<file path="src/rtl/ora_pkg.sv">
// Shared types and constants for the orientation rate averager.
`default_nettype none
package ora_pkg;

  // fixed field widths
  localparam int QUAT_BITS = 16;
  localparam int FRAC_BITS = QUAT_BITS - 2;
  localparam int ROT_BITS  = QUAT_BITS + 2;
  localparam int RAW_BITS  = 2 * QUAT_BITS + 3;
  localparam int RATE_BITS = 32;
  localparam int OUT_BITS  = 32;
  localparam int STAMP_BITS = 32;

  // serial multiplier operand widths
  localparam int MUL_AW = 27;
  localparam int MUL_BW = 20;
  localparam int MUL_PW = MUL_AW + MUL_BW;

  // serial divider widths
  localparam int DIV_NW_MIN = 44;
  localparam int DIV_DW = 34;

  // rate sum accumulator and its rounded form
  localparam int ACC_BITS = 40;
  localparam int S_BITS = ACC_BITS - FRAC_BITS;

  // 1024000000 / 2^13, numerator scale after cancelling the common power of two
  localparam logic [MUL_BW-1:0] RATE_MULT = MUL_BW'(125000);

  // configuration register indexes
  localparam logic [1:0] CFG_WINDOW_LENGTH = 2'd0;
  localparam logic [1:0] CFG_MIN_INTERVAL  = 2'd1;
  localparam int CFG_DATA_BITS = 16;

  typedef struct packed {
    logic [STAMP_BITS-1:0]       stamp_us;
    logic signed [QUAT_BITS-1:0] quat_w;
    logic signed [QUAT_BITS-1:0] quat_x;
    logic signed [QUAT_BITS-1:0] quat_y;
    logic signed [QUAT_BITS-1:0] quat_z;
  } in_item_t;

  typedef struct packed {
    logic signed [OUT_BITS-1:0] rate_x;
    logic signed [OUT_BITS-1:0] rate_y;
    logic signed [OUT_BITS-1:0] rate_z;
    logic                       rate_valid;
    logic                       sample_taken;
  } out_item_t;

endpackage
`default_nettype wire

</file>
<file path="src/rtl/ora_serial_div.sv">
// Restoring unsigned divider, one quotient bit per cycle.
`default_nettype none
module ora_serial_div
  import ora_pkg::*;
#(
  parameter int NW = 44
) (
  input  wire logic              clk,
  input  wire logic              rst_n,
  input  wire logic              start,
  input  wire logic [NW-1:0]     num,
  input  wire logic [DIV_DW-1:0] den,
  output logic                   done,
  output logic [NW-1:0]          quot
);

  localparam int CW = $clog2(NW + 1);

  logic              busy_r, busy_nxt;
  logic              done_r, done_nxt;
  logic [CW-1:0]     cnt_r, cnt_nxt;
  logic [NW-1:0]     num_r, num_nxt;
  logic [DIV_DW:0]   rem_r, rem_nxt;
  logic [DIV_DW-1:0] den_r, den_nxt;
  logic [DIV_DW:0]   rem_sh;
  logic              qbit;

  // shift in the next numerator bit and try the subtraction
  assign rem_sh = {rem_r[DIV_DW-1:0], num_r[NW-1]};
  assign qbit   = (rem_sh >= {1'b0, den_r});

  always_comb begin
    busy_nxt = busy_r;
    done_nxt = 1'b0;
    cnt_nxt  = cnt_r;
    num_nxt  = num_r;
    rem_nxt  = rem_r;
    den_nxt  = den_r;
    if (start && !busy_r) begin
      busy_nxt = 1'b1;
      cnt_nxt  = '0;
      num_nxt  = num;
      rem_nxt  = '0;
      den_nxt  = den;
    end else if (busy_r) begin
      rem_nxt = qbit ? (rem_sh - {1'b0, den_r}) : rem_sh;
      num_nxt = {num_r[NW-2:0], qbit};
      cnt_nxt = cnt_r + 1'b1;
      if (cnt_r == CW'(NW - 1)) begin
        busy_nxt = 1'b0;
        done_nxt = 1'b1;
      end
    end
  end

  always_ff @(posedge clk) begin
    if (!rst_n) begin
      busy_r <= 1'b0;
      done_r <= 1'b0;
      cnt_r  <= '0;
    end else begin
      busy_r <= busy_nxt;
      done_r <= done_nxt;
      cnt_r  <= cnt_nxt;
    end
    num_r <= num_nxt;
    rem_r <= rem_nxt;
    den_r <= den_nxt;
  end

  assign done = done_r;
  assign quot = num_r;

endmodule
`default_nettype wire

</file>
<file path="config.mk">
export PLATFORM = sky130hd
export DESIGN_NAME = ora_serial_div
export DESIGN_NICKNAME = d
export VERILOG_FILES = /design/src/rtl/ora_pkg.sv /design/src/rtl/ora_serial_div.sv
export SDC_FILE = /design/constraint.sdc
export NUM_CORES = 1
export LEC_CHECK = 0
export BUFFER_PORTS_ARGS = -buffer_cell sky130_fd_sc_hd__buf_4
export CELL_PAD_IN_SITES_DETAIL_PLACEMENT = 1
export CELL_PAD_IN_SITES_GLOBAL_PLACEMENT = 2
export CORE_ASPECT_RATIO = 2
export CORE_UTILIZATION = 37
export CTS_CLUSTER_DIAMETER = 150
export DETAILED_ROUTE_END_ITERATION = 7
export PLACE_DENSITY = 0.84
export SYNTH_ARGS = -nofsm -noshare
export SYNTH_HDL_FRONTEND = slang
export SYNTH_SLANG_ARGS = --single-unit
</file>
<file path="constraint.sdc">
create_clock -name clk -period 4.6 [get_ports clk]
set_clock_uncertainty 0.05 [all_clocks]
set_input_delay 0.23 -clock clk [delete_from_list [all_inputs] [get_ports clk]]
set_output_delay 0.23 -clock clk [all_outputs]
set_load 0.05 [all_outputs]
</file>
==> impl_results.md <==
* Synthesis Warnings at 0
* Die footprint at 18,120 um^2
* Root Driver: clkbuf_16
* Worst EP arrival at 3.64 ns
* Post-route cell area at 8625 um^2
* Fmax at 295.3 MHz
* Hold/Removal Path Class: in2reg
* Slew @ Worst Pin at between 0.7 and 0.8 ns
* Max-slew violations at 0
* Detailed-router iteration count before antenna repair at 4
* Maximum number of pins on one net before global-route repair at 49
* Worst Path Required at just under 5 ns
* Commonest non-fill, non-tap cells in the layout: 186 x nand2_1, 131 x buf_4, 78 x edfxtp_1
* RSZ-0062 raised after global routing: false
* Vias in the first global route at 6,488
* First-pass GRT wire length at 31,270 um
* Largest family of logic cells by synthesized area: compound AO/OA/AOI/OAI gates
* CP max FO at 14
* # fillers at 1,994
* Clock slew at reported path FFs at 0.06 ns
* Via Count at 5,720
* Worst setup margin at about 1.2 ns
* Worst setup path end: rem_r[32]
* Final WL at 19,120 um
* Yosys cell types at a little under 60
* R2r endpoint: rem_r[32]
* # DRC at 0
* Initial DRC count at 182
* CTS buffer count at 17
* Final hold vios at 0
* Worst hold margin at ~0.014 ns
* Initial Utilization at 37.79%
* CTS Buffer Depth at 2
* Synth Area in Compound Gates at 17.32%
* Post-synthesis simple-gate area fraction at 16.47%
* Primary FF master, synth: edfxtp_1
* Die X at 95.69 um
* Status: completed
* Max incr delay on CP at approximately 0.44 ns
* Die extent in y at between 150 and 200 um
* Syn nets at 815
* Setup violations, final at 0
* R2R depth at 10
* Seq/Total Area, Yosys at about half
* Core ar. at 17,190 um^2
* Max_slew headroom at 49.45%
* Critical-path cell list: ha_1 -> a21oi_1 -> nand2_1 -> o211ai_1 -> nand4b_1 -> a311o_1 -> a31oi_4 -> nand2b_1 -> inv_1 -> a221o_1
* Fraction of registers with async set/reset at 0%
* CTS H-tree lvls at 4
* Post-Synth Adder-Cell Area at 7.051%
* Port Buffer Count at between 100 and 150
* Skew-Pair Late Insertion Delay at 0.43 ns
* Pwr Density at a little under 600 nW/um^2
* Mux cell area share after synthesis at 1.098%
* Drt wl/cell at 17.62 um
* Vias per inst at roughly 5.3
* Antenna violations before repair at 0
* Synth Register Bits at 120
* Max Cap Violations at 0
* Layout cells sized above 1 at 19.66%
* CTS tree: done
* Cts repair resizes at 0
* Syn Inst Count at 698
* Final ANT Viol Nets at 0
* VDD IR max at 0.0002597 V
* Mapped Avg Cell Area at 9.305 um^2
* Setup bufs post-CTS at 0
* Crit path from: rem_r[5]
* Top Ports at 126
* # nets final at 979
* Crit-path slowest cell: a311o_1
* Gr ovfl total at 0
* Synth Area in XOR/XNOR at 4.315%
* TNS Setup at 0 ns
* Critical path type: reg2reg
* DP Area at 7641 um^2
* Setup slack, reg-to-reg at 1.21 ns
* Routability Congestion at 0.8624
* Commonest non-fill, non-tap cell in the layout: nand2_1
* Hold_buf cts at 42
* Rows at 68
* Diode count at 0
* Area Overhead vs Synth at 32.79%
* Worst Setup End Kind: register
* CTS sink cnt at 120
* Tmin final at 3.386 ns
* Global Route Usage Sum at 22.67%
* HPWL after detailed placement at 13,770 um
* Leak at ~0.0039 uW
* Final worst path period share at 73.61%
* Post-synth EDFFs at 78
* R2r startpoint: rem_r[5]
* Post-Syn Area at 6495 um^2
* Place WS at 1.280 ns
* Crit start category: register
metrics by stage:
stage | std cells | total power (uW) | utilization, %
finish | 1085 | 5003 | 50.18
global route | 1085 | 5324 | 50.18
CTS | 1085 | 5048 | 50.18
detailed placement | 1011 | 3686 | 44.46
global placement | 1011 | 3627 | 44.46
floorplan | 698 | 3095 | -
flip-flops by register name, indices dropped and copies added, names as in the netlist:
name and cells:
den_r 34, cnt_r 6, done 1, rem_r 34, busy_r 1, quot 44
layout make-up:
type                    count  area, um^2  share of cell area, %
well taps                 210       262.8                  3.047
repair buffers            174        1424                  16.51
clock buffers              19       432.9                  5.020
inverters                  50       187.7                  2.176
clock inverters            13       130.1                  1.509
multi-input cells         499        3004                  34.83
flip-flops and latches    120        3183                  36.91
how the worst min path moves through the flow:
stage / startpoint / end / cells past startpoint
finish: num[9] / quot[9] / 3
global route: num[9] / quot[9] / 3
CTS: num[17] / quot[17] / 3
detailed placement: den[15] / den_r[15] / 1
global placement: den[33] / den_r[33] / 1
floorplan: den[0] / den_r[0] / 0
logic make-up (layout without fill, tap and decap cells):
| family | after synthesis | in the layout |
|---|---|---|
| AOI/OAI and AO/OA | 168 | 168 |
| muxes | 7 | 7 |
| buffers and inverters | 79 | 256 |
| xor gates and xnor gates | 32 | 32 |
| and+or+nand+nor | 256 | 256 |
| DFF | 120 | 120 |
| adders and majority gates | 36 | 36 |
synthesized netlist by cell type (all sizes together), types with 3 or more instances:
master / count / area, um^2
a21o: 8 / 61.31
a32oi: 9 / 78.83
o21bai: 10 / 75.07
nor2: 26 / 97.59
o21ai: 39 / 195.2
a211oi: 6 / 45.04
dfxtp: 42 / 840.8
edfxtp: 78 / 2342
o211ai: 3 / 22.52
nand4: 4 / 25.02
nand2: 186 / 698.2
ha: 35 / 437.9
xnor2: 18 / 157.7
a22o: 15 / 131.4
o31ai: 3 / 22.52
nand3: 9 / 45.04
mux2i: 6 / 60.06
buf: 11 / 52.55
nand2b: 8 / 50.05
and3: 6 / 43.79
nor3: 8 / 40.04
a21oi: 45 / 225.2
inv: 49 / 183.9
o21a: 4 / 30.03
a31oi: 6 / 52.55
xor2: 14 / 122.6
clkbuf: 18 / 67.56
power by group:
group	switching [uW]	internal [uW]	total, uW
combinational	1310	846	2160
clock	507	791	1300
sequential	163	1380	1550
total	1980	3020	5000
routing by layer:
metal / vias to the layer above / GRT usage (%) / wire length [um]
met2: 155 / 42.99 / 10720
met5: - / 0 / 0
met4: 0 / 10.73 / 696
met1: 2737 / 21.62 / 6819
met3: 46 / 6.024 / 877
li1: 2782 / - / -
critical path, delay by kind of cell, from the launching register on:
kind / cells / cell delay [ns]
compound gates: 5 / 1.73
fa+ha+maj: 1 / 0.36
buf+inv: 1 / 0.08
flops: 1 / 0.33
simple gates: 3 / 0.71
Power figures use the tool's default switching activity.
