`config.mk`:
```
export PLATFORM = sky130hd
export DESIGN_NAME = ora_serial_mul
export DESIGN_NICKNAME = d
export VERILOG_FILES = /design/src/rtl/ora_pkg.sv /design/src/rtl/ora_serial_mul.sv
export SDC_FILE = /design/constraint.sdc
export NUM_CORES = 1
export LEC_CHECK = 0
export ABC_AREA = 0
export BUFFER_PORTS_ARGS = -buffer_cell sky130_fd_sc_hd__buf_2
export CORE_UTILIZATION = 50
export DETAILED_ROUTE_END_ITERATION = 7
export PLACE_DENSITY = 0.69
export SETUP_SLACK_MARGIN = 0.2
export SYNTH_ARGS = -nofsm -noshare
export SYNTH_HDL_FRONTEND = slang
export SYNTH_SLANG_ARGS = --single-unit
export TNS_END_PERCENT = 1
```
`constraint.sdc`:
```
create_clock -name clk -period 7.9 [get_ports clk]
set_clock_uncertainty 0.1 [all_clocks]
set_input_delay 0.79 -clock clk [delete_from_list [all_inputs] [get_ports clk]]
set_output_delay 0.79 -clock clk [all_outputs]
set_load 0.02 [all_outputs]
```
`src/rtl/ora_pkg.sv`:
```
// Shared types and constants for the orientation rate averager.
`default_nettype none
package ora_pkg;

  // fixed field widths
  localparam int QUAT_BITS = 16;
  localparam int FRAC_BITS = QUAT_BITS - 2;
  localparam int ROT_BITS  = QUAT_BITS + 2;
  localparam int RAW_BITS  = 2 * QUAT_BITS + 3;
  localparam int RATE_BITS = 32;
  localparam int OUT_BITS  = 32;
  localparam int STAMP_BITS = 32;

  // serial multiplier operand widths
  localparam int MUL_AW = 27;
  localparam int MUL_BW = 20;
  localparam int MUL_PW = MUL_AW + MUL_BW;

  // serial divider widths
  localparam int DIV_NW_MIN = 44;
  localparam int DIV_DW = 34;

  // rate sum accumulator and its rounded form
  localparam int ACC_BITS = 40;
  localparam int S_BITS = ACC_BITS - FRAC_BITS;

  // 1024000000 / 2^13, numerator scale after cancelling the common power of two
  localparam logic [MUL_BW-1:0] RATE_MULT = MUL_BW'(125000);

  // configuration register indexes
  localparam logic [1:0] CFG_WINDOW_LENGTH = 2'd0;
  localparam logic [1:0] CFG_MIN_INTERVAL  = 2'd1;
  localparam int CFG_DATA_BITS = 16;

  typedef struct packed {
    logic [STAMP_BITS-1:0]       stamp_us;
    logic signed [QUAT_BITS-1:0] quat_w;
    logic signed [QUAT_BITS-1:0] quat_x;
    logic signed [QUAT_BITS-1:0] quat_y;
    logic signed [QUAT_BITS-1:0] quat_z;
  } in_item_t;

  typedef struct packed {
    logic signed [OUT_BITS-1:0] rate_x;
    logic signed [OUT_BITS-1:0] rate_y;
    logic signed [OUT_BITS-1:0] rate_z;
    logic                       rate_valid;
    logic                       sample_taken;
  } out_item_t;

endpackage
`default_nettype wire

```
`src/rtl/ora_serial_mul.sv`:
```
// Bit-serial signed shift-add multiplier, one multiplier bit per cycle.
`default_nettype none
module ora_serial_mul
  import ora_pkg::*;
(
  input  wire logic                     clk,
  input  wire logic                     rst_n,
  input  wire logic                     start,
  input  wire logic signed [MUL_AW-1:0] op_a,
  input  wire logic signed [MUL_BW-1:0] op_b,
  output logic                          done,
  output logic signed [MUL_PW-1:0]      prod
);

  localparam int CW = $clog2(MUL_BW + 1);

  logic              busy_r, busy_nxt;
  logic              done_r, done_nxt;
  logic [CW-1:0]     cnt_r, cnt_nxt;
  logic [MUL_PW-1:0] mc_r, mc_nxt;
  logic [MUL_BW-1:0] mp_r, mp_nxt;
  logic [MUL_PW-1:0] acc_r, acc_nxt;
  logic              neg_r, neg_nxt;
  logic [MUL_AW-1:0] mag_a;
  logic [MUL_BW-1:0] mag_b;

  // take magnitudes; sign is applied at the end
  assign mag_a = op_a[MUL_AW-1] ? MUL_AW'(-op_a) : MUL_AW'(op_a);
  assign mag_b = op_b[MUL_BW-1] ? MUL_BW'(-op_b) : MUL_BW'(op_b);

  always_comb begin
    busy_nxt = busy_r;
    done_nxt = 1'b0;
    cnt_nxt  = cnt_r;
    mc_nxt   = mc_r;
    mp_nxt   = mp_r;
    acc_nxt  = acc_r;
    neg_nxt  = neg_r;
    if (start && !busy_r) begin
      // load operands
      busy_nxt = 1'b1;
      cnt_nxt  = '0;
      mc_nxt   = {{MUL_BW{1'b0}}, mag_a};
      mp_nxt   = mag_b;
      acc_nxt  = '0;
      neg_nxt  = op_a[MUL_AW-1] ^ op_b[MUL_BW-1];
    end else if (busy_r) begin
      // add shifted multiplicand, advance one bit
      if (mp_r[0]) begin
        acc_nxt = acc_r + mc_r;
      end
      mc_nxt  = {mc_r[MUL_PW-2:0], 1'b0};
      mp_nxt  = {1'b0, mp_r[MUL_BW-1:1]};
      cnt_nxt = cnt_r + 1'b1;
      if (cnt_r == CW'(MUL_BW - 1)) begin
        busy_nxt = 1'b0;
        done_nxt = 1'b1;
      end
    end
  end

  always_ff @(posedge clk) begin
    if (!rst_n) begin
      busy_r <= 1'b0;
      done_r <= 1'b0;
      cnt_r  <= '0;
    end else begin
      busy_r <= busy_nxt;
      done_r <= done_nxt;
      cnt_r  <= cnt_nxt;
    end
    mc_r  <= mc_nxt;
    mp_r  <= mp_nxt;
    acc_r <= acc_nxt;
    neg_r <= neg_nxt;
  end

  assign done = done_r;
  assign prod = neg_r ? -$signed(acc_r) : $signed(acc_r);

endmodule
`default_nettype wire

```
==> results of run 1 <==
-- metrics by stage --
| stage | utilization, % | worst slack [ps] | instances | instance area [um2] |
|---|---|---|---|---|
| 6_report | 58.1 | 3620 | 1425 | 10100 |
| 5_1_grt | 58.1 | 3260 | 1425 | 10100 |
| 2_1_floorplan | - | 4000 | 1118 | 8910 |
| 3_5_place_dp | 54.9 | 3750 | 1393 | 9530 |
| 3_3_place_gp | 54.9 | 3770 | 1393 | 9530 |
| 4_1_cts | 58.1 | 3600 | 1425 | 10100 |
-- cell usage in the layout (no fill, tap or decap), types with 15 or more instances in the layout --
cell type,instances
o31ai_1,18
nand4_1,16
a21oi_1,80
nand2b_1,27
clkbuf_16,17
a21o_1,24
nand3_1,15
inv_1,27
o21ai_0,148
nor3_1,15
ha_1,50
or3_1,17
buf_2,97
dfxtp_1,74
nand2_1,192
xnor2_1,54
edfxtp_1,48
xor2_1,70
nor2_1,45
-- how the worst min path moves through the flow --
| stage | endpoint | slack, ps |
|---|---|---|
| 5_1_grt | mc_r[40]$_SDFFE_PP0P_ | 410 |
| 6_report | acc_r[46]$_SDFFE_PP0P_ | 380 |
| 2_1_floorplan | acc_r[46]$_SDFFE_PP0P_ | 350 |
| 3_5_place_dp | acc_r[46]$_SDFFE_PP0P_ | 380 |
| 3_3_place_gp | acc_r[46]$_SDFFE_PP0P_ | 360 |
| 4_1_cts | acc_r[46]$_SDFFE_PP0P_ | 390 |
-- power groups by stage --
stage               clock network, mW  logic (mW)  registers (mW)
global placement                    0        1.04           0.837
global route                    0.783        1.17           0.841
CTS                             0.754        1.05           0.827
detailed placement                  0        1.05           0.840
floorplan                           0       0.793           0.802
finish                          0.745        1.05           0.830
-- sequential cells by signal, summed over array words and instances, names as in the netlist --
signal	flops
cnt_r	5
acc_r	47
done	1
busy_r	1
neg_r	1
mp_r	20
mc_r	47
-- area by class of cell --
type	instances	area share, %
Clock buffer	19	4.29
Clock inverter	13	1.28
Inverter	27	1.00
Multi-Input combinational cell	915	56.3
Sequential cell	122	29.0
Tap cell	225	2.79
Timing Repair Buffer	104	5.33
-- logic make-up (layout without fill, tap and decap cells) --
family,after synthesis,count (layout),share of synthesized area (%)
DFF,122,122,32.8
AOI/OAI and AO/OA,345,345,22.9
muxes,5,5,0.561
xor gates and xnor gates,124,124,12.2
and+or+nand+nor,390,390,20.8
adders and majority gates,51,51,7.24
buffers and inverters,81,163,3.45
-- critical path: stages (launching register included) --
cell and delay, ps:
dfxtp_1 380, nor4_1 650, nand3_1 270, o31ai_1 510, and2_1 280, o21a_1 310
nand2_1 190, xor2_1 180, buf_2 190
-- metal layers --
metal  routed length, um  track usage [%]
met1               11600             38.2
met2                8700             34.5
met3                1460             5.72
met4                 287             6.74
met5                   0                0
==> out/metrics.csv, run 1 <==
metric,value,unit
status,finished clean,
grt_usage,25.0,%
fin_crit,4280,ps
syn_inst,1118,
pwr-share-comb,40.1,%
initial_utilization,51.4,%
dr.pass1.iters,5,
ys_seq_area_share,32.8,%
grt_overflow,0,
vias,8113,
synth-warning-count,0,
power.share.sequential,31.6,%
rrSetupSlack,3970,ps
leakagePower,4.22,nW
dieArea,18400,um2
post-dp-hpwl,16.4,mm
critPathRequiredTime,7010,ps
min_period_over_period,54.2,%
switchingPower,1.03,mW
wl_per_cell,15.4,um
vias_per_cell,5.69,
fillCellCount,1617,
ys_seq_elements,122,
ys.flop_type,dfxtp_1,
drt-initial-drc-count,661,
clk_latency,430,ps
cts_sinks,122,
place_congestion,0.910,
drive_gt1_share,12.2,%
postSynthAreaPerCell,7.97,um2
hold-worst-slack,380,ps
synth.distinct_cells,56,
tightest_slew,1080,ps
cts_setup_buffers,0,
max_slew_margin,28.0,%
p_int,1.60,mW
synth_nets,1219,
r2r_cells,10,
die_h,136,um
rows,48,
slew_violations,0,
holdBufCountCts,0,
cts_tree,yes,
peakVddDrop,0.209,mV
r2r-end,acc_r[36]$_SDFFE_PP0P_,
first_global_vias,7270,
diodes,0,
htreeDepth,4,
area_growth,13.2,%
io_buffers,97,
finalHoldViolations,0,
hold_class,reg2reg,
routed_wirelength,22.0,mm
synth_top_area_cell,dfxtp_1,
pwr_density_cell,261,nW/um2
path_clk_slew,60,ps
crit_start,acc_r[2]$_SDFFE_PP0P_,
async_reset_ff_share,0,%
ios,98,
synth_common_cells,"192 x nand2_1, 148 x o21ai_0, 80 x a21oi_1",
hold_path_startpoint,acc_r[46]$_SDFFE_PP0P_,
grt_pass1_wl,36.1,mm
ctsResizeCount,0,
crit_end,prod[46],
root_buffer,clkbuf_16,
netlist_area,8910,um2
switching_share,39.2,%
grt_max_degree,94,
setup_viol,0,
rsz0062_at_grt,false,
synthTopCellsByArea,"dfxtp_1 17%, edfxtp_1 16%, o21ai_0 8.3%",
postRouteAntennaNets,0,
die_x,136,um
startpoint_type,flip-flop,
coreArea,17400,um2
cap_viol_max_count,0,
max_freq,233,MHz
multi_input_area,5690,um2
synth_edf_count,48,
antenna_found_initial,0,
setup_tns,0,ps
nNetsFinal,1288,
pwr-share-clk,28.3,%
holdPathStages,1,
p_total,2.63,mW
cts_made_buffers,17,
path_class,reg2out,
end_kind,primary output,
synth_top_area_share,16.6,%
cts_buffer_depth,2,
yosysMostFrequentCell,nand2_1,
worstPathArrival,3390,ps
route.detailed.drc,0,
timing.rr.start,mc_r[11]$_DFFE_PP_,
path_max_fanout,8,
regArea,2920,um2
Power figures use the tool's default switching activity.
==> run 2, diff against run 1 <==
--- a/config.mk
+++ b/config.mk
@@ -5,11 +5,11 @@
 export SDC_FILE = /design/constraint.sdc
 export NUM_CORES = 1
 export LEC_CHECK = 0
-export ABC_AREA = 0
+export ABC_AREA = 1
 export BUFFER_PORTS_ARGS = -buffer_cell sky130_fd_sc_hd__buf_2
 export CORE_UTILIZATION = 50
 export DETAILED_ROUTE_END_ITERATION = 7
-export PLACE_DENSITY = 0.69
+export PLACE_DENSITY = 0.68
 export SETUP_SLACK_MARGIN = 0.2
 export SYNTH_ARGS = -nofsm -noshare
 export SYNTH_HDL_FRONTEND = slang
==> constraint.sdc (replaced) <==
create_clock -name clk -period 4.1 [get_ports clk]
set_clock_uncertainty 0.1 [all_clocks]
set_input_delay 0.41 -clock clk [delete_from_list [all_inputs] [get_ports clk]]
set_output_delay 0.41 -clock clk [all_outputs]
set_load 0.02 [all_outputs]
==> run 2 against run 1 <==
Against the previous run: design area increased by 24%; clock power rose by 95%; global-route usage grew 5.8 points; utilization fell by 1.1 points; power grew 110%; register-to-register slack lost 2600 ps; first-iteration DRC count rose by 39%; combinational power increased by 140%; area after synthesis is 26% higher; cell count grew 57%; critical endpoint is now prod[24].
==> out/metrics.csv, run 2 <==
metric,value,unit
status,finished clean,
ys_seq_elements,122,
postSynthAreaPerCell,6.05,um2
synthTopCellsByArea,"nand2_1 19%, dfxtp_1 13%, edfxtp_1 13%",
wl_per_cell,15.6,um
switchingPower,2.61,mW
pwr_density_cell,450,nW/um2
cts_buffer_depth,2,
pwr-share-comb,44.5,%
power.share.sequential,29.9,%
antenna_found_initial,0,
coreArea,22000,um2
ys_seq_area_share,26.0,%
synth_top_area_cell,nand2_1,
cts_sinks,122,
slew_violations,0,
cts_setup_buffers,0,
final_common_cell,nand2_1,
drt-initial-drc-count,916,
cts_tree,yes,
ys.flop_type,dfxtp_1,
critPathRequiredTime,3590,ps
min_period_over_period,77.5,%
final_cell_mix,"576 x nand2_1, 349 x inv_1, 190 x nor2_1, 114 x nand3_1, 101 x o21ai_0",
io_buffers,97,
area_growth,11.3,%
netlist_area,11200,um2
postRouteAntennaNets,0,
path_clk_slew,60,ps
die_x,152,um
synth_edf_count,48,
synth_nets,1961,
p_total,5.64,mW
finalHoldViolations,0,
grt_overflow,0,
max_freq,315,MHz
cap_viol_max_count,0,
route.detailed.drc,0,
rsz0062_at_grt,false,
synth.distinct_cells,45,
synth_top_area_share,19.3,%
grt_max_degree,62,
dr.pass1.iters,5,
dieArea,23100,um2
startpoint_type,flip-flop,
peakVddDrop,0.196,mV
vias_per_cell,5.22,
clk_latency,430,ps
cts_made_buffers,17,
placed_area,12000,um2
fillCellCount,2290,
p_int,3.03,mW
cp_top_family,simple AND/OR/NAND/NOR gates,
setup_tns,0,ps
rows,54,
grt_usage,30.8,%
design_area,12500,um2
pwr-share-clk,25.7,%
crit_buf_inv,2,
htreeDepth,4,
vias,11700,
leakagePower,6.57,nW
critical_path.max_stage_delay,350,ps
syn_inst,1860,
path_cells,inv_1 > ha_1 > nand3_2 > nor2_4 > nand4_2 > nor2_4 > nand3_2 > nand2_1 > xor2_1 > buf_2,
root_buffer,clkbuf_16,
drive_gt1_share,10.0,%
holdBufCountCts,0,
hold_class,in2reg,
tightest_slew,1130,ps
switching_share,46.2,%
ctsResizeCount,0,
routed_wirelength,34.8,mm
yosysMostFrequentCell,nand2_1,
synth_common_cells,"577 x nand2_1, 350 x inv_1, 190 x nor2_1",
die_h,152,um
max_slew_margin,24.2,%
nNetsFinal,2044,
reg_top3,"acc_r (47), mc_r (47), mp_r (20)",
end_kind,primary output,
first_global_vias,10800,
path_class,reg2out,
initial_utilization,51.2,%
diodes,0,
place_congestion,1.03,
crit_path_top_delay_cell,dfxtp_1,
grt_pass1_wl,55.6,mm
fin_crit,3180,ps
synth-warning-count,0,
worstPathArrival,2670,ps
post-dp-hpwl,28.0,mm
path_max_fanout,5,
setup_viol,0,
ios,98,
async_reset_ff_share,0,%
## run 2: layout make-up
cell class | instances | area [um2] | area share [%]
Timing Repair Buffer | 105 | 558 | 4.46
Inverter | 355 | 1330 | 10.6
Clock buffer | 18 | 429 | 3.43
Clock inverter | 14 | 109 | 0.869
Sequential cell | 122 | 2920 | 23.3
Tap cell | 280 | 350 | 2.80
Multi-Input combinational cell | 1342 | 6820 | 54.5
## run 2: logic make-up (layout without fill, tap and decap cells)
group,count (synthesis),after routing,synth area share [%]
compound gates,213,213,10.6
flops,122,122,26.0
fa+ha+maj,51,51,5.74
buf+inv,396,492,13.4
xor+xnor,88,88,6.85
simple gates,990,990,37.4
## run 2: worst register-to-register path, cell delays in order (launching register included)
cell     delay (ps)
dfxtp_1         410
nor2_4          600
inv_2           610
buf_12          390
o41ai_1         410
## run 2: through the flow
step	utilization (%)	cells	hold slack [ps]	setup WS, ps
final	57.0	2236	116	921
after global routing	57.0	2236	137	802
after CTS	57.0	2236	112	956
after detailed placement	54.6	2204	373	1310
after global placement	54.6	2204	350	1360
after floorplan	-	1860	339	1440
## run 2: path summary, 6_finish.rpt
| check | from | end | slack [ps] | cells past startpoint |
|---|---|---|---|---|
| hold / removal | rst_n | busy_r$_SDFF_PN0_ | 120 | 3 |
| hold reg to reg | cnt_r[4]$_SDFFE_PP0P_ | cnt_r[4]$_SDFFE_PP0P_ | 380 | 2 |
| setup reg to reg | busy_r$_SDFF_PN0_ | mc_r[26]$_DFFE_PP_ | 1400 | 4 |
| setup / recovery | acc_r[1]$_SDFFE_PP0P_ | prod[24] | 920 | 10 |
## run 2: layer usage
layer / share of wire (%) / global-route usage (%) / wire [um]
met3: 6.2 / 3.68 / 2150
met2: 44 / 48.4 / 15200
met1: 48 / 43.5 / 16600
met4: 2.5 / 10.8 / 878
met5: 0 / 0 / 0
## run 2: power by group through the flow
| stage | Sequential [mW] | Clock (mW) | Combinational [mW] |
|---|---|---|---|
| 2_1_floorplan | 1.59 | 0 | 1.79 |
| 3_3_place_gp | 1.69 | 0 | 2.45 |
| 3_5_place_dp | 1.69 | 0 | 2.47 |
| 4_1_cts | 1.67 | 1.46 | 2.48 |
| 5_1_grt | 1.70 | 1.51 | 2.78 |
| 6_report | 1.69 | 1.45 | 2.51 |
